[config.mk]
export PLATFORM = sky130hd
export DESIGN_NAME = tsdc_dc
export DESIGN_NICKNAME = d
export VERILOG_FILES = /design/src/hdl/tsdc_pkg.sv /design/src/hdl/tsdc_dc.sv
export SDC_FILE = /design/constraint.sdc
export NUM_CORES = 2
export LEC_CHECK = 0
export BUFFER_PORTS_ARGS = -buffer_cell sky130_fd_sc_hd__buf_2
export CAP_MARGIN = 20
export CORE_MARGIN = 2
export CORE_UTILIZATION = 60
export DETAILED_ROUTE_END_ITERATION = 16
export HOLD_SLACK_MARGIN = 0.08
export PLACE_DENSITY = 0.82
export SKIP_LAST_GASP = 1
export SLEW_MARGIN = 10
export SYNTH_ARGS = -nofsm -noshare
export SYNTH_HDL_FRONTEND = slang
export SYNTH_SLANG_ARGS = --single-unit
export TNS_END_PERCENT = 100
[constraint.sdc]
create_clock -name i_clk -period 16.9 [get_ports i_clk]
set_clock_uncertainty 0.1 [all_clocks]
set_input_delay 3.38 -clock i_clk [delete_from_list [all_inputs] [get_ports i_clk]]
set_output_delay 3.38 -clock i_clk [all_outputs]
set_load 0.02 [all_outputs]
[src/hdl/tsdc_pkg.sv]
// ----------------------------------------------------------------------------
// tsdc_pkg
// Shared types and fixed-point constants for the tone-stack IIR / DC blocker.
// ----------------------------------------------------------------------------
`default_nettype none

package tsdc_pkg;

    // Fixed-point layout of the filter state and the blocker path
    localparam int STATE_W    = 48;   // section accumulators, 40 fraction bits
    localparam int STATE_FRAC = 40;
    localparam int DC_W       = 32;   // blocker values, 24 fraction bits
    localparam int DC_FRAC    = 24;
    localparam int YQ_SHIFT   = STATE_FRAC - DC_FRAC;

    // Rounded product widths (sized for 24-bit samples and 32-bit coefficients)
    localparam int PB_RND_W = 47;     // round(b * s) at 40 fraction bits
    localparam int PA_RND_W = 54;     // round(a * yq) at 40 fraction bits
    localparam int SUMH_W   = 49;     // h + round(b * s)
    localparam int DIFF_W   = 56;     // h + round(b * s) - round(a * yq)

    // DC blocker pole 0.990 in Q2.30
    localparam logic signed [DC_W-1:0] DC_POLE = 32'sd1063004406;
    localparam int DC_POLE_FRAC = 30;
    localparam int DC_PROD_W    = 2 * DC_W;
    localparam int DC_FB_W      = DC_W + 1;

    // Configuration register indexes
    typedef logic [2:0] t_cfg_addr;
    localparam t_cfg_addr CFG_FF_BASE = 3'd0;   // b0..b3 at 0..3
    localparam t_cfg_addr CFG_FB_BASE = 3'd3;   // a1..a3 at 4..6

    typedef enum logic [3:0] {
        S_IDLE,
        S_MUL_B,
        S_RND_B,
        S_SUM_Y,
        S_Y,
        S_MUL_A,
        S_RND_A,
        S_UPD,
        S_OUT
    } t_state;

    typedef struct packed {
        logic mul_b;
        logic rnd_b;
        logic mul_a;
        logic rnd_a;
        logic upd;
    } t_cell_ctl;

    typedef struct packed {
        logic mul;
        logic rnd;
        logic upd;
    } t_dc_ctl;

endpackage

`default_nettype wire

[src/hdl/tsdc_dc.sv]
// ----------------------------------------------------------------------------
// tsdc_dc
// First-order DC blocker (pole 0.990) with output gain of two and saturation
// to the sample range.
// ----------------------------------------------------------------------------
`default_nettype none

module tsdc_dc
    import tsdc_pkg::*;
#(
    parameter int SAMPLE_WIDTH = 24
) (
    input  wire                         i_clk,
    input  wire                         i_rst_n,
    input  t_dc_ctl                     i_ctl,
    input  wire logic signed [DC_W-1:0] i_yq,
    output logic [SAMPLE_WIDTH-1:0]     o_sample
);

    localparam int SUM_W = DC_W + 3;
    localparam int OSH   = DC_FRAC - (SAMPLE_WIDTH - 1);
    localparam int D2_W  = DC_W + 1;
    localparam int OW    = (OSH > 0) ? (D2_W + 1) : (D2_W - OSH);

    localparam logic signed [DC_PROD_W-1:0] POLE_HALF =
        DC_PROD_W'(1) <<< (DC_POLE_FRAC - 1);
    localparam logic signed [SUM_W-1:0] D_MAX =
        $signed({{(SUM_W-DC_W+1){1'b0}}, {(DC_W-1){1'b1}}});
    localparam logic signed [SUM_W-1:0] D_MIN =
        $signed({{(SUM_W-DC_W+1){1'b1}}, {(DC_W-1){1'b0}}});
    localparam logic signed [OW-1:0] O_MAX =
        $signed({{(OW-SAMPLE_WIDTH+1){1'b0}}, {(SAMPLE_WIDTH-1){1'b1}}});
    localparam logic signed [OW-1:0] O_MIN =
        $signed({{(OW-SAMPLE_WIDTH+1){1'b1}}, {(SAMPLE_WIDTH-1){1'b0}}});

    logic signed [DC_PROD_W-1:0] r_prod;
    logic signed [DC_FB_W-1:0]   r_fb;
    logic signed [DC_W-1:0]      r_prev_in;
    logic signed [DC_W-1:0]      r_prev_out;

    logic signed [DC_PROD_W-1:0] w_prod_biased;
    logic signed [SUM_W-1:0]     w_sum;
    logic signed [DC_W-1:0]      n_prev_out;
    logic signed [D2_W-1:0]      w_d2;
    logic signed [OW-1:0]        w_scaled;

    assign w_prod_biased = r_prod + POLE_HALF;

    always_comb begin
        w_sum = SUM_W'(i_yq) - SUM_W'(r_prev_in) + SUM_W'(r_fb);
        if (w_sum > D_MAX) begin
            n_prev_out = D_MAX[DC_W-1:0];
        end else if (w_sum < D_MIN) begin
            n_prev_out = D_MIN[DC_W-1:0];
        end else begin
            n_prev_out = w_sum[DC_W-1:0];
        end
    end

    always_ff @(posedge i_clk) begin
        if (i_ctl.mul) begin
            r_prod <= DC_PROD_W'(r_prev_out) * DC_PROD_W'(DC_POLE);
        end
        if (i_ctl.rnd) begin
            r_fb <= DC_FB_W'(w_prod_biased >>> DC_POLE_FRAC);
        end
    end

    always_ff @(posedge i_clk) begin
        if (!i_rst_n) begin
            r_prev_in  <= '0;
            r_prev_out <= '0;
        end else if (i_ctl.upd) begin
            r_prev_in  <= i_yq;
            r_prev_out <= n_prev_out;
        end
    end

    // Double, bring to the sample's fraction bits, round half up
    assign w_d2 = $signed({r_prev_out, 1'b0});

    generate
        if (OSH > 0) begin : g_out_shr
            localparam logic signed [OW-1:0] O_HALF = OW'(1) <<< (OSH - 1);
            logic signed [OW-1:0] w_biased;
            assign w_biased = OW'(w_d2) + O_HALF;
            assign w_scaled = w_biased >>> OSH;
        end else begin : g_out_shl
            assign w_scaled = OW'(w_d2) <<< (-OSH);
        end
    endgenerate

    always_comb begin
        if (w_scaled > O_MAX) begin
            o_sample = O_MAX[SAMPLE_WIDTH-1:0];
        end else if (w_scaled < O_MIN) begin
            o_sample = O_MIN[SAMPLE_WIDTH-1:0];
        end else begin
            o_sample = w_scaled[SAMPLE_WIDTH-1:0];
        end
    end

endmodule

`default_nettype wire

After elaboration in Yosys (flattened, before gate mapping)
Cells that the tools add are included.

Register bits: 159. Output and inout port bits: 24. Word-level logic and storage cells: 17.

Add/sub/neg operators: 4. Multipliers: 1. Order comparisons: 4. Multiplexer cells: 4.

Operators with widths (count): 32-bit two-way mux (2); 63-bit by 31-bit adder with 63-bit output (second input constant) (1); 32-bit by 30-bit multiplier with 62-bit output (second input constant) (1); 24-bit two-way mux (2); 33-bit by 2-bit adder with 34-bit output (second input constant) (1); 33-bit by 33-bit adder with 34-bit output (1); 34-bit by 32-bit greater-than comparator with 1-bit output (second input constant) (1); 34-bit by 32-bit < comparator with 1-bit output (second input constant) (1); 33-bit by 24-bit greater-than comparator with 1-bit output (second input constant) (1); 33-bit by 24-bit < comparator with 1-bit output (second input constant) (1); 32-bit by 32-bit subtractor with 33-bit output (1).

Depth between registers and ports, before layout
Word-level depth: 5. Depth in mapped cells: 27. Gate-level depth less buffers: 26.

Least setup slack after synthesis
OpenSTA, ideal clock, no wires.

Path kind: register to register. Start: register r_prev_out[31]. End: register r_prod[57], data pin. Setup time: 0.265 ns. Arrival: 9.306 ns. Data required time: 16.535 ns. Setup slack: 7.229 ns. Stages on the path, launching flop included: 28. Path buffers: 1. Path through: dfxtp_1 inv_1 ha_1 xor2_1 ha_1 inv_1 fa_1 inv_1 ha_1 inv_1 fa_1 inv_1 fa_1 fa_1 inv_1 fa_1 inv_1 ha_1 clkbuf_1 nand4_1 or3_1 or2_2 nor4_1 a2111oi_0 o41ai_2 a21boi_1 o21ai_0 xor2_1.

Word-level cells in the longest chain between the ends: 1.

RTL lines: from (decl) (line tsdc_dc.sv:39) `logic signed [DC_W-1:0] r_prev_out;`; from (signal assigned) (line tsdc_dc.sv:75) `r_prev_out <= n_prev_out;`; 32-bit by 30-bit multiplier with 62-bit output (line tsdc_dc.sv:62) `r_prod <= DC_PROD_W'(r_prev_out) * DC_PROD_W'(DC_POLE);`; to (signal assigned) (line tsdc_dc.sv:62); to (decl) (line tsdc_dc.sv:36) `logic signed [DC_PROD_W-1:0] r_prod;`.

Every way passes these cells. A chain may end at the register's enable or synchronous reset.

Worst setup path after layout
Start: register r_prev_out[31]. End: register r_prod[55], data pin.

The elaborated chain is that of the path after synthesis.

==> qor.yml <==
status:
  status: "finished clean"
drt:
  drtAntennaViolNets: 0
  drc: 0
  num_vias: 19450
  drt_iter0_markers: 1445
  viasPerCell: 5.68
  dr.pass1.iters: 6
  drt-total-wl_mm: 75.3
  wire_per_inst_um: 22.0
sta:
  rsz0062_at_grt: "no"
  worst_slack_ns: 8.08
  final_max_slew_viol_count: 0
  hold_violations: 0
  max_freq_mhz: 113
  finalSetupViolations: 0
  finalSetupTns_ns: 0
  layout_min_cycle_time_ns: 8.82
  worst_slew_margin_rel: 0.364
  min_period_over_period: 0.522
  tightest_slew_ns: 0.952
worst_setup_path:
  worst_path_most_repeated_cell: "inv_1"
  cp_max_fo: 57
  arrival_ns: 8.91
  startpoint_type: "flop"
  worst_setup_path_end_kind: "flop"
  slowest_stage: "buf_4"
  cpPeakStageDelay_ns: 0.61
  critical_path_class: "reg -> reg"
  path_delay_family: "adder cells"
  required_ns: 16.99
  path_buf_inv: 10
grt:
  grtUsageTotal: 0.337
  grt_pass1_vias: 20823
  grt_max_degree: 59
  overflow: 0
  grt_pass1_wl_mm: 119
  antenna_found_initial: 0
placed_design:
  placed_cells: 3391
  hpwl_mm: 66.0
  place.gp.congestion: 1.10
  dp_slack_ns: 8.17
  portBuffers: 60
cts:
  cts.repair.resized: 0
  h-tree-depth: 4
  clk_latency_ns: 0.44
  clockBufferDepth: 2
  numCtsBuffers: 17
  cts.sinks: 131
  clk_pin_slew_ns: 0.07
  cts_tree: "built"
  post_cts.repair.setup_buffers: 0
  cts_hold_buffers: 0
  cts-root-buf: "clkbuf_16"
synth:
  postSynthCellCount: 2750
  synth-async-reset-ratio: 0
  yosys.area.top_type: "fa_1"
  synth_flop_cell: "edfxtp_1"
  synth.most_common_cell: "inv_1"
  synth_commonest_cells: "860 x inv_1, 504 x fa_1, 416 x ha_1"
  yosysSeqAreaShare: 0.120
  yosysWarnings: 0
  synth-edff-count: 67
  syn-cell-area_um2: 27400
  synth_seq_cells: 131
  synthDominantCellAreaShare: 0.368
  avgSynthCellArea_um2: 9.96
  synth_area_leaders: "fa_1 37%, ha_1 19%, inv_1 12%, edfxtp_1 7.3%, dfxtp_1 4.7%"
  syn_nets: 3707
  synth_cell_types: 75
finish:
  nFillCells: 3645
  fin_nets: 3768
  syn_to_final_growth_pct: 5.69
  drive_gt1_frac: 0.0524
  diodes: 0
  stdcell_count: 3424
floorplan:
  io_pins: 61
  die_w_um: 218
  die_area_um2: 47400
  row_count: 78
  die_h_um: 218
  initial_core_util: 0.606
  core-area_um2: 45200
job:
  maxCapViolations: 0
hold_path:
  hp-class: "reg -> reg"
sequential cells by signal, summed over array words and instances (netlist names):
register,cells
r_fb,33
r_prod,34
r_prev_out,32
r_prev_in,32
final timing paths:
path	start	to	slack (ns)	cells after the start
worst max-delay path	r_prev_out[31]	r_prod[55]	8.08	29
worst min-delay path	r_prev_in[17]	r_prev_in[17]	0.44	2
worst max register to register	r_prev_out[31]	r_prod[55]	8.08	29
worst min register to register	r_prev_in[17]	r_prev_in[17]	0.44	2
layout by cell type, fill, tap and decap left out, drive strengths merged, types with 5 or more instances in the layout:
| cell type | Yosys | final |
|---|---|---|
| inv | 860 | 864 |
| fa | 504 | 504 |
| ha | 416 | 416 |
| nor2 | 85 | 85 |
| a21o | 82 | 82 |
| a21oi | 81 | 81 |
| buf | 11 | 77 |
| nand2 | 70 | 70 |
| edfxtp | 67 | 67 |
| dfxtp | 64 | 64 |
| xnor2 | 60 | 60 |
| o21ai | 53 | 53 |
| xor2 | 50 | 50 |
| nor2b | 39 | 39 |
| nand4 | 34 | 34 |
| mux2i | 32 | 32 |
| nand3 | 30 | 30 |
| a311oi | 25 | 25 |
| clkbuf | 20 | 17 |
| nor3 | 17 | 17 |
| and3 | 15 | 15 |
| a211oi | 12 | 12 |
| or3 | 10 | 10 |
| a31oi | 9 | 9 |
| o21bai | 8 | 8 |
| o211ai | 8 | 8 |
| and2 | 6 | 6 |
| o21a | 6 | 6 |
| a2111oi | 6 | 6 |
| clkinv | 0 | 6 |
| or2 | 5 | 5 |
| a21boi | 5 | 5 |
worst min-delay path, cell delays in order, from the launching register on:
cell and delay, ns:
dfxtp_1 0.32, mux2i_1 0.12, nor2b_1 0.05
logic make-up after synthesis:
group | after synthesis | share of synthesized area
and+or+nand+nor | 330 | 0.0600
AOI/OAI and AO/OA | 332 | 0.0885
buffers and inverters | 895 | 0.126
muxes | 32 | 0.0117
DFF | 131 | 0.120
adders and majority gates | 920 | 0.558
xor gates and xnor gates | 110 | 0.0354
metal layers:
layer | global-route usage | share of wire | vias up
li1 | - | - | 8671
met1 | 0.442 | 0.40 | 9800
met3 | 0.0409 | 0.063 | 208
met4 | 0.183 | 0.066 | 0
met5 | 0 | 0 | -
met2 | 0.547 | 0.47 | 771
layout make-up:
cell class / instances / area (um^2) / share of cell area
Sequential cell: 131 / 3290 / 0.114
Inverter: 860 / 3230 / 0.111
Timing Repair Buffer: 77 / 464 / 0.0160
Multi-Input combinational cell: 1724 / 20700 / 0.713
Tap cell: 600 / 751 / 0.0259
Clock buffer: 17 / 425 / 0.0147
Clock inverter: 15 / 134 / 0.00462
metrics by stage:
stage | utilization | instance area [um^2] | hold slack (ns)
final | 0.641 | 29000 | 0.438
after global routing | 0.641 | 29000 | 0.457
after CTS | 0.641 | 29000 | 0.439
after detailed placement | 0.628 | 28400 | 0.424
after global placement | 0.627 | 28300 | 0.400
after floorplan | - | 27400 | 0.387
Power is left out: the tool's default activity adds up to more than one toggle a clock period on the data nets, which glitch-free logic cannot reach.
